**src/design/ismt_pkg.sv**
```systemverilog
// shared types and constants for the integer set membership table
// no dependencies; used by every module of the block
package ismt_pkg;

  localparam int CAPACITY = 16;
  localparam int IDX_W    = (CAPACITY > 1) ? $clog2(CAPACITY) : 1;
  localparam int CNT_W    = $clog2(CAPACITY + 1);
  localparam int VAL_W    = 32;
  localparam int CMD_W    = 2;
  localparam int COUNT_W  = 5;
  localparam int IN_TDATA_W  = 40;
  localparam int OUT_TDATA_W = 8;

  localparam logic [CMD_W-1:0] CMD_ADD    = 2'd0;
  localparam logic [CMD_W-1:0] CMD_REMOVE = 2'd1;
  localparam logic [CMD_W-1:0] CMD_QUERY  = 2'd2;

  typedef enum logic [0:0] {
    ST_IDLE = 1'b0,
    ST_EXEC = 1'b1
  } state_t;

  typedef struct packed {
    logic load;
    logic exec;
  } ctrl_cmd_t;

  typedef struct packed {
    logic out_free;
  } dp_status_t;

endpackage

```
**src/design/ismt_ctrl.sv**
```systemverilog
// controller for the set table: accepts one command, then executes it
// depends on ismt_pkg
module ismt_ctrl (
  input  logic                   clk,
  input  logic                   rst_n,
  input  logic                   in_tvalid,
  output logic                   in_tready,
  input  ismt_pkg::dp_status_t   status,
  output ismt_pkg::ctrl_cmd_t    cmd
);

  ismt_pkg::state_t state_r;
  ismt_pkg::state_t state_nxt;

  always_ff @(posedge clk) begin
    if (!rst_n) begin
      state_r <= ismt_pkg::ST_IDLE;
    end else begin
      state_r <= state_nxt;
    end
  end

  always_comb begin
    state_nxt = state_r;
    unique case (state_r)
      ismt_pkg::ST_IDLE: begin
        if (in_tvalid) state_nxt = ismt_pkg::ST_EXEC;
      end
      ismt_pkg::ST_EXEC: begin
        // wait here while the previous result is still held
        if (status.out_free) state_nxt = ismt_pkg::ST_IDLE;
      end
      default: state_nxt = ismt_pkg::ST_IDLE;
    endcase
  end

  always_comb begin
    in_tready = 1'b0;
    cmd       = '0;
    unique case (state_r)
      ismt_pkg::ST_IDLE: begin
        in_tready = 1'b1;
        cmd.load  = in_tvalid;
      end
      ismt_pkg::ST_EXEC: begin
        cmd.exec = status.out_free;
      end
      default: begin
        in_tready = 1'b0;
      end
    endcase
  end

endmodule

```
**src/design/ismt_dp.sv**
```systemverilog
// datapath: entry registers, parallel compare, free-slot encoder, result register
// depends on ismt_pkg
module ismt_dp (
  input  logic                                clk,
  input  logic                                rst_n,
  input  ismt_pkg::ctrl_cmd_t                 cmd,
  output ismt_pkg::dp_status_t                status,
  input  logic [ismt_pkg::IN_TDATA_W-1:0]     in_tdata,
  input  logic                                in_tlast,
  output logic                                out_tvalid,
  input  logic                                out_tready,
  output logic [ismt_pkg::OUT_TDATA_W-1:0]    out_tdata,
  output logic                                out_tlast
);

  logic [ismt_pkg::CMD_W-1:0]   op_r;
  logic [ismt_pkg::VAL_W-1:0]   value_r;
  logic                         last_r;

  logic [ismt_pkg::VAL_W-1:0]   entry_r [ismt_pkg::CAPACITY];
  logic [ismt_pkg::CAPACITY-1:0] valid_r;
  logic [ismt_pkg::CNT_W-1:0]   count_r;

  logic                         out_valid_r;
  logic                         was_member_r;
  logic                         full_r;
  logic [ismt_pkg::COUNT_W-1:0] elem_r;
  logic                         batch_end_r;

  logic [ismt_pkg::CAPACITY-1:0] hit;
  logic                          hit_any;
  logic                          table_full;
  logic [ismt_pkg::IDX_W-1:0]    free_idx;
  logic                          do_add;
  logic                          do_remove;
  logic [ismt_pkg::CNT_W-1:0]    count_nxt;

  always_comb begin
    for (int i = 0; i < ismt_pkg::CAPACITY; i++) begin
      hit[i] = valid_r[i] && (entry_r[i] == value_r);
    end
  end

  assign hit_any    = |hit;
  assign table_full = &valid_r;

  // lowest-numbered free entry
  always_comb begin
    free_idx = '0;
    for (int i = ismt_pkg::CAPACITY - 1; i >= 0; i--) begin
      if (!valid_r[i]) free_idx = ismt_pkg::IDX_W'(i);
    end
  end

  assign do_add    = (op_r == ismt_pkg::CMD_ADD) && !hit_any && !table_full;
  assign do_remove = (op_r == ismt_pkg::CMD_REMOVE) && hit_any;

  always_comb begin
    priority if (do_add) begin
      count_nxt = count_r + ismt_pkg::CNT_W'(1);
    end else if (do_remove) begin
      count_nxt = count_r - ismt_pkg::CNT_W'(1);
    end else begin
      count_nxt = count_r;
    end
  end

  assign status.out_free = !out_valid_r || out_tready;

  always_ff @(posedge clk) begin
    if (cmd.load) begin
      op_r    <= in_tdata[ismt_pkg::CMD_W-1:0];
      value_r <= in_tdata[ismt_pkg::CMD_W +: ismt_pkg::VAL_W];
      last_r  <= in_tlast;
    end
  end

  always_ff @(posedge clk) begin
    if (cmd.exec && do_add) begin
      entry_r[free_idx] <= value_r;
    end
  end

  always_ff @(posedge clk) begin
    if (!rst_n) begin
      valid_r <= '0;
      count_r <= '0;
    end else if (cmd.exec) begin
      count_r <= count_nxt;
      if (do_add) begin
        valid_r[free_idx] <= 1'b1;
      end else if (do_remove) begin
        valid_r <= valid_r & ~hit;
      end
    end
  end

  always_ff @(posedge clk) begin
    if (!rst_n) begin
      out_valid_r <= 1'b0;
    end else if (cmd.exec) begin
      out_valid_r <= 1'b1;
    end else if (out_tready) begin
      out_valid_r <= 1'b0;
    end
  end

  always_ff @(posedge clk) begin
    if (cmd.exec) begin
      was_member_r <= hit_any;
      full_r       <= (op_r == ismt_pkg::CMD_ADD) && !hit_any && table_full;
      elem_r       <= ismt_pkg::COUNT_W'(count_nxt);
      batch_end_r  <= last_r;
    end
  end

  assign out_tvalid = out_valid_r;
  assign out_tdata  = {1'b0, elem_r, full_r, was_member_r};
  assign out_tlast  = batch_end_r;

endmodule

```
**src/design/integer_set_membership_table_unit.sv**
```systemverilog
// integer set membership table, top level: controller plus datapath
// each command is taken in the accept state and then executed in the execute state by a
// parallel compare of all entries; no new command enters meanwhile, and execution waits
// while the previous result is held; a finished result waits in the output register
// while the next command is taken; reset (rst_n low, synchronous) clears all valid
// marks, the count and out_tvalid; depends on ismt_pkg, ismt_ctrl, ismt_dp
module integer_set_membership_table_unit (
  input  logic                             clk,
  input  logic                             rst_n,
  input  logic                             in_tvalid,
  output logic                             in_tready,
  input  logic [ismt_pkg::IN_TDATA_W-1:0]  in_tdata,   // cmd[1:0], value[33:2], zero pad
  input  logic                             in_tlast,   // batch_last
  output logic                             out_tvalid,
  input  logic                             out_tready,
  output logic [ismt_pkg::OUT_TDATA_W-1:0] out_tdata,  // was_member, status, element_count[6:2]
  output logic                             out_tlast   // batch_end
);

  ismt_pkg::ctrl_cmd_t  cmd;
  ismt_pkg::dp_status_t status;

  ismt_ctrl u_ctrl (
    .clk       (clk),
    .rst_n     (rst_n),
    .in_tvalid (in_tvalid),
    .in_tready (in_tready),
    .status    (status),
    .cmd       (cmd)
  );

  ismt_dp u_dp (
    .clk        (clk),
    .rst_n      (rst_n),
    .cmd        (cmd),
    .status     (status),
    .in_tdata   (in_tdata),
    .in_tlast   (in_tlast),
    .out_tvalid (out_tvalid),
    .out_tready (out_tready),
    .out_tdata  (out_tdata),
    .out_tlast  (out_tlast)
  );

endmodule

```
**config.mk**
```make
export PLATFORM = sky130hd
export DESIGN_NAME = integer_set_membership_table_unit
export DESIGN_NICKNAME = d
export VERILOG_FILES = /design/src/design/ismt_pkg.sv /design/src/design/ismt_ctrl.sv /design/src/design/ismt_dp.sv /design/src/design/integer_set_membership_table_unit.sv
export SDC_FILE = /design/constraint.sdc
export NUM_CORES = 1
export LEC_CHECK = 0
export ABC_AREA = 1
export ABC_CLOCK_PERIOD_IN_PS = 6750
export BUFFER_PORTS_ARGS = -buffer_cell sky130_fd_sc_hd__buf_2
export CAP_MARGIN = 20
export CORE_MARGIN = 2
export CORE_UTILIZATION = 63
export DETAILED_ROUTE_END_ITERATION = 16
export PLACE_DENSITY = 0.8
export SETUP_SLACK_MARGIN = 0.4
export SKIP_CTS_REPAIR_TIMING = 1
export SLEW_MARGIN = 20
export SYNTH_ARGS = -nofsm -noshare
export SYNTH_HDL_FRONTEND = slang
export SYNTH_SLANG_ARGS = --single-unit
```
**constraint.sdc**
```tcl
create_clock -name clk -period 6.75 [get_ports clk]
set_input_delay 1.0125 -clock clk [delete_from_list [all_inputs] [get_ports clk]]
set_output_delay 1.0125 -clock clk [all_outputs]
set_load 0.01 [all_outputs]
```
==> results of run 1 <==
[per-layer routing]
layer / track usage / vias to the layer above
li1: - / 7070
met2: 0.3782 / 389
met4: 0.09782 / 0
met3: 0.02890 / 104
met5: 0 / -
met1: 0.3262 / 7123
[cell families (layout without fill, tap and decap cells)]
kind of cell | Yosys count | after routing | synth area share
and+or+nand+nor | 840 | 840 | 0.1309
DFF | 578 | 578 | 0.6542
xor gates and xnor gates | 482 | 482 | 0.1613
buffers and inverters | 169 | 305 | 0.04684
AOI/OAI and AO/OA | 21 | 21 | 0.005688
adders and majority gates | 2 | 2 | 0.0009558
other | 1 | 1 | 0.0001433
[critical path: stages (launching register included)]
cell                       delay, ns
sky130_fd_sc_hd__edfxtp_1       0.98
sky130_fd_sc_hd__buf_4          0.34
sky130_fd_sc_hd__xnor2_1        0.09
sky130_fd_sc_hd__nand2_1        0.07
sky130_fd_sc_hd__nor2_1         0.04
sky130_fd_sc_hd__nand2_1        0.14
sky130_fd_sc_hd__nor2_1         0.09
sky130_fd_sc_hd__nand3_1        0.10
sky130_fd_sc_hd__nand2_2        0.08
sky130_fd_sc_hd__nor2_2         0.15
sky130_fd_sc_hd__nand2_4        0.09
sky130_fd_sc_hd__nor2_8         0.14
sky130_fd_sc_hd__nand3_4        0.27
sky130_fd_sc_hd__clkinv_2       0.20
sky130_fd_sc_hd__nand2_4        0.18
sky130_fd_sc_hd__nor3_2         0.39
sky130_fd_sc_hd__buf_4          0.35
[registers in the layout, summed over array words and instances (netlist names)]
register	count
u_dp.valid_r	16
u_dp.was_member_r	1
u_dp.elem_r	5
u_dp.value_r	32
u_dp.full_r	1
u_dp.last_r	1
u_dp.out_tvalid	1
u_dp.op_r	2
u_dp.entry_r	512
u_dp.out_tlast	1
u_dp.count_r	5
u_ctrl.state_r	1
[cells in the final DEF (no fill, tap or decap)]
master and instances:
sky130_fd_sc_hd__nand4_1 16, sky130_fd_sc_hd__ha_1 2, sky130_fd_sc_hd__nand3_1 35, sky130_fd_sc_hd__inv_6 2, sky130_fd_sc_hd__inv_1 87, sky130_fd_sc_hd__clkbuf_16 57, sky130_fd_sc_hd__edfxtp_1 555, sky130_fd_sc_hd__and2_0 1
sky130_fd_sc_hd__nand3_2 11, sky130_fd_sc_hd__nand3_4 1, sky130_fd_sc_hd__nor3_2 16, sky130_fd_sc_hd__clkbuf_1 18, sky130_fd_sc_hd__nor2_2 5, sky130_fd_sc_hd__a31o_2 1, sky130_fd_sc_hd__xnor2_1 476, sky130_fd_sc_hd__buf_2 48
sky130_fd_sc_hd__nand2_2 2, sky130_fd_sc_hd__o21ai_2 1, sky130_fd_sc_hd__xor2_1 6, sky130_fd_sc_hd__nor2_1 192, sky130_fd_sc_hd__a21oi_1 9, sky130_fd_sc_hd__nor2_8 1, sky130_fd_sc_hd__inv_16 1, sky130_fd_sc_hd__buf_4 60
sky130_fd_sc_hd__nand2_4 4, sky130_fd_sc_hd__clkbuf_8 4, sky130_fd_sc_hd__inv_2 2, sky130_fd_sc_hd__conb_1 1, sky130_fd_sc_hd__dfxtp_1 23, sky130_fd_sc_hd__nor3_1 4, sky130_fd_sc_hd__o21a_1 1, sky130_fd_sc_hd__bufinv_16 6
sky130_fd_sc_hd__clkinv_1 9, sky130_fd_sc_hd__clkinv_2 10, sky130_fd_sc_hd__clkinv_4 1, sky130_fd_sc_hd__nand2_1 547, sky130_fd_sc_hd__nor2_4 2, sky130_fd_sc_hd__nor4_1 2, sky130_fd_sc_hd__a21oi_2 9, sky130_fd_sc_hd__and2_1 1
[path summary, 6_finish.rpt]
path,from,to,slack [ns],cells past startpoint
worst max-delay path,u_dp.value_r[1]$_DFFE_PP_,u_dp.entry_r[0][2]$_DFFE_PP_,2.69,16
worst min-delay path,u_dp.last_r$_DFFE_PP_,u_dp.out_tlast$_DFFE_PP_,0.46,0
worst max register to register,u_dp.value_r[1]$_DFFE_PP_,u_dp.entry_r[0][2]$_DFFE_PP_,2.69,16
worst min register to register,u_dp.last_r$_DFFE_PP_,u_dp.out_tlast$_DFFE_PP_,0.46,0
[area by class of cell]
type	instances	area, um2	area share
tap	532	665.6	0.02328
inverter	90	339.1	0.01186
sequential	578	17130	0.5991
timing repair buffer	108	690.7	0.02416
multi-input combinational	1346	7913	0.2768
clock inverter	28	305.3	0.01068
clock buffer	79	1549	0.05418
[power breakdown]
part           switching (mW)  leakage, nW  total (mW)  internal (mW)
Clock                    1.29        0.910        3.13           1.83
Sequential             0.0157         5.20        3.98           3.96
Combinational           0.275         3.36       0.437          0.162
Total                    1.59         9.47        7.54           5.96
[metrics by stage]
step                      hold WS (ns)  instances  area, um2  power (mW)
after floorplan                 0.4003       2093      26180       4.424
after global placement          0.4022       2654      26730       4.474
after detailed placement        0.4264       2654      26730       4.492
after CTS                       0.4460       2761      28590       7.603
after global routing            0.4471       2761      28590       7.790
final                           0.4562       2761      28590       7.543
==> qor.csv, run 1 <==
metric,value,unit
num_antenna_cells,0,
endpoint_kind,register,
antenna_found_initial,0,
synth_top_area_cell,sky130_fd_sc_hd__edfxtp_1,
coreArea,40920,um2
max_slew_margin,0.3572,
clk_root_buffer_cell,sky130_fd_sc_hd__clkbuf_16,
worst_hold_path_type,register to register,
fin_tns_setup,0,ns
finalMaxSlewViolations,0,
endpoints_failing_hold,0,
utilization,0.6986,
first_pass_iters,5,
port_buffers,48,
globalRouteTotalUtil,0.2343,
fillCellCount,2772,
synth.top_cells.by_count,"sky130_fd_sc_hd__edfxtp_1, sky130_fd_sc_hd__nand2_1, sky130_fd_sc_hd__xnor2_1",
tritoncts_num_sinks,578,
place_worst_setup_slack,2.732,ns
cts.path.max_buffers,3,
yosys.cell_count.top_type,sky130_fd_sc_hd__edfxtp_1,
clock_latency,0.62,ns
critPathMaxFanout,22,
synth_sequential_area_ratio,0.6542,
clock_skew,0.02633,ns
cp.required,7.03,ns
tritoncts,done,
final_layout_size_suffix_gt1_frac,0.1095,
final.min_clock_period,4.060,ns
routed_wire_length_per_instance,18.05,um
grt_pass1_vias,14490,
via_density,5.319,
post_detail_place_hpwl,29.61,mm
clk_pin_slew_worst_paths,0.06,ns
initial_utilization,0.6397,
worst_margin_slew,0.9642,ns
grt_max_degree,45,
std_cell_rows,74,
highest-signal-layer,met4,
synth_top_area_share,0.6367,
outcome,completed,
fp.dieArea,43200,um2
final_min_period_over_clock_period,0.6014,
wirelength_met1,21.69,mm
leakage_power,9.473,nW
synthArstFlopShare,0,
wl_met2,23.53,mm
pwr_density_cell,263.8,nW/um2
worst-setup-path-type,register to register,
first_pass_grt_wire_length,78.75,mm
synth_edf_count,555,
met3RoutedLength,2.736,mm
ant_nets,0,
mappedNetlistArea,26180,um2
maxCapViolCount,0,
cts_h_tree_lvls,2,
numCtsBuffers,57,
ys_ff_latch,578,
crit_arrival,4.34,ns
vdd_ir_drop_max,0.3426,mV
num-nets-final,2228,
synth.top_cells.by_area,"sky130_fd_sc_hd__edfxtp_1, sky130_fd_sc_hd__xnor2_1, sky130_fd_sc_hd__nand2_1",
ys_types,36,
setup-violations-final,0,
die_width,207.8,um
syn_nets,2140,
globalRouteOverflowTotal,0,
fmax,0.2463,GHz
drcViolationCount,0,
yosys_warnings,0,
gp_congestion,0.8984,
rsz_0062_raised_after_global_routing,false,
synth_flop_cell,sky130_fd_sc_hd__edfxtp_1,
route.vias.total,14690,
dr.first_iter.drc_count,1108,
fp.dieH,207.8,um
post-route-worst-setup-slack,2.690,ns
synth_cells,2093,
pin_count,56,
startpoint_type,register,
area_growth_synth_to_finish,9.211,%
synthesis.area_per_instance,12.51,um2
totalWireLength,49.85,mm
No activity file was read; power rests on OpenSTA's default activity.
==> run 2, diff against run 1 <==
--- a/config.mk
+++ b/config.mk
@@ -6,7 +6,7 @@
 export NUM_CORES = 1
 export LEC_CHECK = 0
 export ABC_AREA = 1
-export ABC_CLOCK_PERIOD_IN_PS = 6750
+export ABC_CLOCK_PERIOD_IN_PS = 4100
 export BUFFER_PORTS_ARGS = -buffer_cell sky130_fd_sc_hd__buf_2
 export CAP_MARGIN = 20
 export CORE_MARGIN = 2
==> constraint.sdc (replaced) <==
create_clock -name clk -period 4.1 [get_ports clk]
set_input_delay 0.615 -clock clk [delete_from_list [all_inputs] [get_ports clk]]
set_output_delay 0.615 -clock clk [all_outputs]
set_load 0.01 [all_outputs]
==> run 2 against run 1 <==
Compared with the run above: global-route usage up 0.13 points; via count decreased by 0.12%; flip-flop and latch count is the same; wire length increased by 0.31%; clock power is 66% higher; design area rose by 0.54%; largest power group unchanged; sequential power is 65% higher.
==> qor.csv, run 2 (same netlist as run 1, synthesis figures left out) <==
metric,value,unit,change
outcome,completed,,
gp_congestion,0.8546,,-4.9%
critical-path-max-stage-delay,0.57,ns,-0.41 ns
crit_arrival,3.73,ns,-0.61 ns
final_layout_size_suffix_gt1_frac,0.1090,,-0.0004975
die_width,207.8,um,unchanged
tritoncts,done,,
via_density,5.311,,-0.15%
routed_wire_length_per_instance,18.10,um,+0.28%
globalRouteTotalUtil,0.2355,,+0.001262
initial_utilization,0.6397,,unchanged
clock_latency,0.62,ns,about the same
std_cell_rows,74,,unchanged
fp.dieH,207.8,um,unchanged
port_buffers,48,,unchanged
pin_count,56,,unchanged
tritoncts_num_sinks,578,,unchanged
num-nets-final,2234,,+0.27%
pwr_density_cell,433.7,nW/um2,+64%
clock_skew,0.02026,ns,-0.006072 ns
cts.path.max_buffers,3,,unchanged
clk_root_buffer_cell,sky130_fd_sc_hd__clkbuf_16,,
fin_tns_setup,0,ns,unchanged
area_growth_synth_to_finish,9.798,%,
post_detail_place_hpwl,30.17,mm,+1.9%
final_min_period_over_clock_period,0.8508,,+0.2494
p_comb_frac,0.059,,about the same
first_pass_grt_wire_length,79.02,mm,+0.34%
place_worst_setup_slack,0.6801,ns,-2.052 ns
grt_max_degree,44,,-2.2%
endpoints_failing_hold,0,,unchanged
p_sw,2.584,mW,+63%
finalMaxSlewViolations,0,,unchanged
leakage_power,9.599,nW,+1.3%
most-common-layout-cells,"sky130_fd_sc_hd__edfxtp_1, sky130_fd_sc_hd__nand2_1, sky130_fd_sc_hd__xnor2_1",,
report.power.total,12.47,mW,+65%
cp.required,4.34,ns,-2.69 ns
maxCapViolCount,0,,unchanged
first_pass_iters,5,,unchanged
antenna_found_initial,0,,unchanged
rsz_0062_raised_after_global_routing,false,,
endpoint_kind,register,,
max_slew_margin,0.4314,,+0.07420
place_inst,2659,,+0.19%
vdd_ir_drop_max,0.4041,mV,+18%
post_route_worst_hold_slack,0.1760,ns,-0.2802 ns
fmax,0.2867,GHz,+16%
startpoint_type,register,,
final.min_clock_period,3.488,ns,-0.5712 ns
design_area,28740,um2,+0.54%
setup-violations-final,0,,unchanged
grt_pass1_vias,14990,,+3.5%
postPlaceCellArea,26870,um2,+0.51%
crit_top_cell,sky130_fd_sc_hd__nand2_1,,
largest_reg_flops,512,,unchanged
mostFrequentLayoutCell,sky130_fd_sc_hd__edfxtp_1,,
rrSetupSlack,0.61,ns,-2.08 ns
critical_path.cell_chain,buf_4 -> xnor2_1 -> nand2_1 -> nor2_1 -> nand2_1 -> nor2_1 -> nand3_1 -> nand2_1 -> nor2_2 -> nand2_4 -> nor2_8 -> nand3_4 -> clkinv_2 -> nand2_4 -> nor3_4 -> buf_4,,
clk_pin_slew_worst_paths,0.06,ns,about the same
drcViolationCount,0,,unchanged
utilization,0.7023,,+0.003761
route.vias.total,14670,,-0.12%
post-route-worst-setup-slack,0.6116,ns,-2.079 ns
finalNonFillerCells,2762,,+0.036%
fp.dieArea,43200,um2,unchanged
worst-setup-path-type,register to register,,
ant_nets,0,,unchanged
registers.top_by_ff_count,u_dp.entry_r,,
cts_h_tree_lvls,2,,unchanged
globalRouteOverflowTotal,0,,unchanged
numCtsBuffers,58,,+1.8%
sequential_power_share,0.525,,-0.002
critPathMaxFanout,32,,+45%
coreArea,40920,um2,unchanged
largestRegisters,"u_dp.entry_r: 512 flops, u_dp.value_r: 32 flops, u_dp.valid_r: 16 flops",,
p_clk_frac,0.416,,about the same
worst_margin_slew,0.8509,ns,-0.1133 ns
totalWireLength,50.00,mm,+0.31%
worst_hold_path_type,input port to register,,
num_antenna_cells,0,,unchanged
cellInternalPower,9.883,mW,+66%
critical_path.slowest_cell,sky130_fd_sc_hd__edfxtp_1,,
p_sw_frac,0.2072,,-0.002899
dr.first_iter.drc_count,1232,,+11%
## run 2: cell count changes in the layout (fill, tap and decap cells not counted), moves of 2 or more
| cell | delta |
|---|---|
| sky130_fd_sc_hd__nor3_2 | -10 |
| sky130_fd_sc_hd__nor3_4 | +10 |
| sky130_fd_sc_hd__clkinv_1 | +7 |
| sky130_fd_sc_hd__clkbuf_1 | -5 |
| sky130_fd_sc_hd__clkinv_2 | -5 |
| sky130_fd_sc_hd__clkbuf_8 | -4 |
| sky130_fd_sc_hd__buf_12 | +3 |
| sky130_fd_sc_hd__buf_4 | +2 |
| sky130_fd_sc_hd__bufinv_16 | +2 |
| sky130_fd_sc_hd__clkinv_8 | +2 |
## run 2: path summary, 6_finish.rpt
path / to / from / cells past startpoint
min reg2reg: u_dp.out_tlast$_DFFE_PP_ / u_dp.last_r$_DFFE_PP_ / 0
min: u_dp.value_r[22]$_DFFE_PP_ / in_tdata[24] / 1
max: u_dp.entry_r[7][2]$_DFFE_PP_ / u_dp.value_r[17]$_DFFE_PP_ / 16
max reg2reg: u_dp.entry_r[7][2]$_DFFE_PP_ / u_dp.value_r[17]$_DFFE_PP_ / 16
## run 2: layout make-up
cell class              count  area, um2
well taps                 532      665.6
clock buffers              71       1500
flip-flops and latches    578      17130
repair buffers            113      765.7
multi-input cells        1346       7975
fillers                  2766      12180
inverters                  90      339.1
clock inverters            32      370.4
## run 2: power groups by stage
stage / sequential [mW] / clock (mW) / combinational [mW]
after floorplan: 6.71 / 0 / 0.575
after global placement: 6.67 / 0 / 0.704
after detailed placement: 6.67 / 0 / 0.734
after CTS: 6.55 / 5.26 / 0.741
after global routing: 6.55 / 5.51 / 0.812
final: 6.55 / 5.19 / 0.730
## run 2: layer usage
layer  global-route usage  routed length (um)  vias to the layer above
met5                    0                   0                        -
met4              0.08706                1511                        0
met3              0.03192                2442                       81
met2               0.3973               24410                      345
met1               0.3150               21640                     7169
li1                     -                   -                     7074
## run 2: worst max-delay path, delay by kind of cell (launching register included)
family / cells / cell delay (ns)
buffers and inverters: 3 / 0.98
and+or+nand+nor: 12 / 1.37
DFF: 1 / 0.57
xor gates and xnor gates: 1 / 0.14
==> run 3, diff against run 2 <==
--- a/config.mk
+++ b/config.mk
@@ -11,8 +11,10 @@
 export CAP_MARGIN = 20
 export CORE_MARGIN = 2
 export CORE_UTILIZATION = 63
+export CTS_CLUSTER_DIAMETER = 60
 export DETAILED_ROUTE_END_ITERATION = 16
 export PLACE_DENSITY = 0.8
+export RECOVER_POWER = 25
 export SETUP_SLACK_MARGIN = 0.4
 export SKIP_CTS_REPAIR_TIMING = 1
 export SLEW_MARGIN = 20
==> run 3 against run 2 <==
Compared with the run above: clock-buffer cell count is 2 higher; largest power group unchanged; critical endpoint is now u_dp.entry_r[7][8]$_DFFE_PP_; via count is 0.33% higher; setup slack better by 0.0030 ns; sequential share of layout area is 0.24 points lower; maximum frequency hardly changed; non-clock buffer count is 5 higher; die area stayed put; register-to-register slack hardly changed; worst hold slack worse by 0.00085 ns; global-route usage is 0.093 points higher.
==> qor.csv, run 3 (same netlist as run 1, synthesis figures left out) <==
metric,value,unit,change
first_pass_iters,5,,unchanged
registers.top_by_ff_count,u_dp.entry_r,,
rrSetupSlack,0.61,ns,about the same
critPathLaunch,u_dp.value_r[17]$_DFFE_PP_,,
fp.dieH,207.8,um,unchanged
pin_count,56,,unchanged
cts_h_tree_lvls,2,,unchanged
reg2reg_from,u_dp.value_r[17]$_DFFE_PP_,,
std_cell_rows,74,,unchanged
final.min_clock_period,3.485,ns,-0.002984 ns
critical_path.top_delay_family,simple AND/OR/NAND/NOR gates,,
largest_reg_flops,512,,unchanged
ff2ff_path_depth,16,,unchanged
port_buffers,48,,unchanged
finalMaxSlewViolations,0,,unchanged
dr.first_iter.drc_count,1255,,+1.9%
setup-violations-final,0,,unchanged
buffer_and_inverter_count_on_the_worst_path,3,,unchanged
vdd_ir_drop_max,0.4044,mV,about the same
endpoint_kind,register,,
outcome,completed,,
max_slew_margin,0.4263,,-0.005070
report.power.total,12.62,mW,+1.2%
r2r-end,u_dp.entry_r[7][8]$_DFFE_PP_,,
routed_wire_length_per_instance,18.09,um,about the same
totalWireLength,50.22,mm,+0.43%
most-common-layout-cells,"sky130_fd_sc_hd__edfxtp_1, sky130_fd_sc_hd__nand2_1, sky130_fd_sc_hd__xnor2_1",,
final_min_period_over_clock_period,0.8501,,about the same
startpoint_type,register,,
utilization,0.7051,,+0.002813
worst_hold_path_type,input port to register,,
gp_congestion,0.8546,,unchanged
sink_of_the_worst_hold_path,u_dp.value_r[20]$_DFFE_PP_,,
crit_top_cell,sky130_fd_sc_hd__nand2_1,,
endpoints_failing_hold,0,,unchanged
leakage_power,9.668,nW,+0.72%
largestRegisters,"u_dp.entry_r: 512 flops, u_dp.value_r: 32 flops, u_dp.valid_r: 16 flops",,
globalRouteOverflowTotal,0,,unchanged
route.vias.total,14720,,+0.33%
cp.required,4.34,ns,about the same
clock_latency,0.61,ns,about the same
grt_max_degree,44,,unchanged
tritoncts,done,,
clk_pin_slew_worst_paths,0.06,ns,about the same
mostFrequentLayoutCell,sky130_fd_sc_hd__edfxtp_1,,
cts.path.max_buffers,3,,unchanged
first_pass_grt_wire_length,79.38,mm,+0.45%
critical_path.cell_chain,buf_4 -> xnor2_1 -> nand2_1 -> nor2_1 -> nand2_1 -> nor2_1 -> nand3_1 -> nand2_1 -> nor2_2 -> nand2_4 -> nor2_8 -> nand3_4 -> clkinv_2 -> nand2_4 -> nor3_4 -> buf_4,,
coreArea,40920,um2,unchanged
via_density,5.302,,-0.18%
worst_hold_launch,in_tdata[22],,
fp.dieArea,43200,um2,unchanged
tritoncts_num_sinks,578,,unchanged
grt_pass1_vias,15060,,+0.45%
hold_depth,1,,unchanged
critPathMaxFanout,32,,unchanged
area_growth_synth_to_finish,10.24,%,
worst_margin_slew,0.8585,ns,+0.007587 ns
num-nets-final,2241,,+0.31%
post_detail_place_hpwl,30.17,mm,unchanged
critical-path-max-stage-delay,0.57,ns,about the same
fillCellCount,2753,,-0.47%
ant_nets,0,,unchanged
clk_root_buffer_cell,sky130_fd_sc_hd__clkbuf_16,,
final_layout_size_suffix_gt1_frac,0.1136,,+0.004668
clock_skew,0.01901,ns,-0.001245 ns
critical_path.slowest_cell,sky130_fd_sc_hd__edfxtp_1,,
numCtsBuffers,60,,+3.4%
num_antenna_cells,0,,unchanged
drcViolationCount,0,,unchanged
antenna_found_initial,0,,unchanged
globalRouteTotalUtil,0.2364,,+0.0009300
worst-setup-path-type,register to register,,
fmax,0.2869,GHz,about the same
initial_utilization,0.6397,,unchanged
crit_arrival,3.73,ns,about the same
rsz_0062_raised_after_global_routing,false,,
die_width,207.8,um,unchanged
pwr_density_cell,437.4,nW/um2,+0.85%
maxCapViolCount,0,,unchanged
-- run 3: cell types whose count changed in the layout (fill, tap and decap cells not counted) --
| cell | delta |
|---|---|
| sky130_fd_sc_hd__buf_4 | +3 |
| sky130_fd_sc_hd__bufinv_16 | -1 |
| sky130_fd_sc_hd__clkbuf_1 | +1 |
| sky130_fd_sc_hd__clkbuf_16 | +3 |
| sky130_fd_sc_hd__clkinv_1 | +1 |
| sky130_fd_sc_hd__clkinv_2 | +5 |
| sky130_fd_sc_hd__clkinv_8 | -1 |
| sky130_fd_sc_hd__inv_6 | +1 |
| sky130_fd_sc_hd__inv_8 | +2 |
-- run 3: area by class of cell --
cell class	instances	area [um2]	share of cell area
multi-input combinational	1346	7975	0.2764
timing repair buffer	118	795.8	0.02758
tap	532	665.6	0.02307
sequential	578	17130	0.5935
clock buffer	73	1572	0.05446
inverter	90	339.1	0.01175
clock inverter	39	384.1	0.01331
-- run 3: worst max-delay path by stage --
stage / endpoint / cells past startpoint
after detailed placement: u_dp.entry_r[7][28]$_DFFE_PP_ / 16
after CTS: u_dp.entry_r[7][29]$_DFFE_PP_ / 16
after global routing: u_dp.entry_r[7][29]$_DFFE_PP_ / 18
final: u_dp.entry_r[7][8]$_DFFE_PP_ / 16
after floorplan: u_dp.entry_r[0][0]$_DFFE_PP_ / 16
after global placement: u_dp.entry_r[7][23]$_DFFE_PP_ / 17
-- run 3: report_power, final --
group          switching (mW)  internal, mW  total [mW]
logic                   0.462         0.275       0.737
clock network            2.18          3.17        5.34
registers              0.0188          6.52        6.54
total                    2.66          9.96        12.6
-- run 3: layer usage --
metal	part of all wire	track usage	vias up
met5	0	0	-
met4	0.034	0.09440	0
met3	0.048	0.03298	88
met2	0.48	0.3956	335
met1	0.43	0.3156	7211
li1	-	-	7083
-- run 3: through the flow --
step / hold WS, ns / worst slack [ns] / std cells / setup TNS, ns / area (um2)
detailed placement: 0.4353 / 0.6801 / 2659 / 0 / 26870
global route: 0.1507 / 0.3775 / 2776 / 0 / 28860
CTS: 0.1454 / 0.6313 / 2771 / 0 / 28830
finish: 0.1752 / 0.6146 / 2776 / 0 / 28860
floorplan: 0.4003 / -0.4797 / 2093 / -92.09 / 26290
global placement: 0.4010 / 0.7367 / 2659 / 0 / 26870
-- run 3: worst reg2reg max path, stage by stage (launching register included) --
cell and delay [ns]:
sky130_fd_sc_hd__edfxtp_1 0.57, sky130_fd_sc_hd__buf_4 0.41, sky130_fd_sc_hd__xnor2_1 0.16, sky130_fd_sc_hd__nand2_1 0.07, sky130_fd_sc_hd__nor2_1 0.04, sky130_fd_sc_hd__nand2_1 0.11
sky130_fd_sc_hd__nor2_1 0.09, sky130_fd_sc_hd__nand3_1 0.08, sky130_fd_sc_hd__nand2_1 0.13, sky130_fd_sc_hd__nor2_2 0.16, sky130_fd_sc_hd__nand2_4 0.10, sky130_fd_sc_hd__nor2_8 0.12
sky130_fd_sc_hd__nand3_4 0.08, sky130_fd_sc_hd__clkinv_2 0.10, sky130_fd_sc_hd__nand2_4 0.23, sky130_fd_sc_hd__nor3_4 0.19, sky130_fd_sc_hd__buf_4 0.47
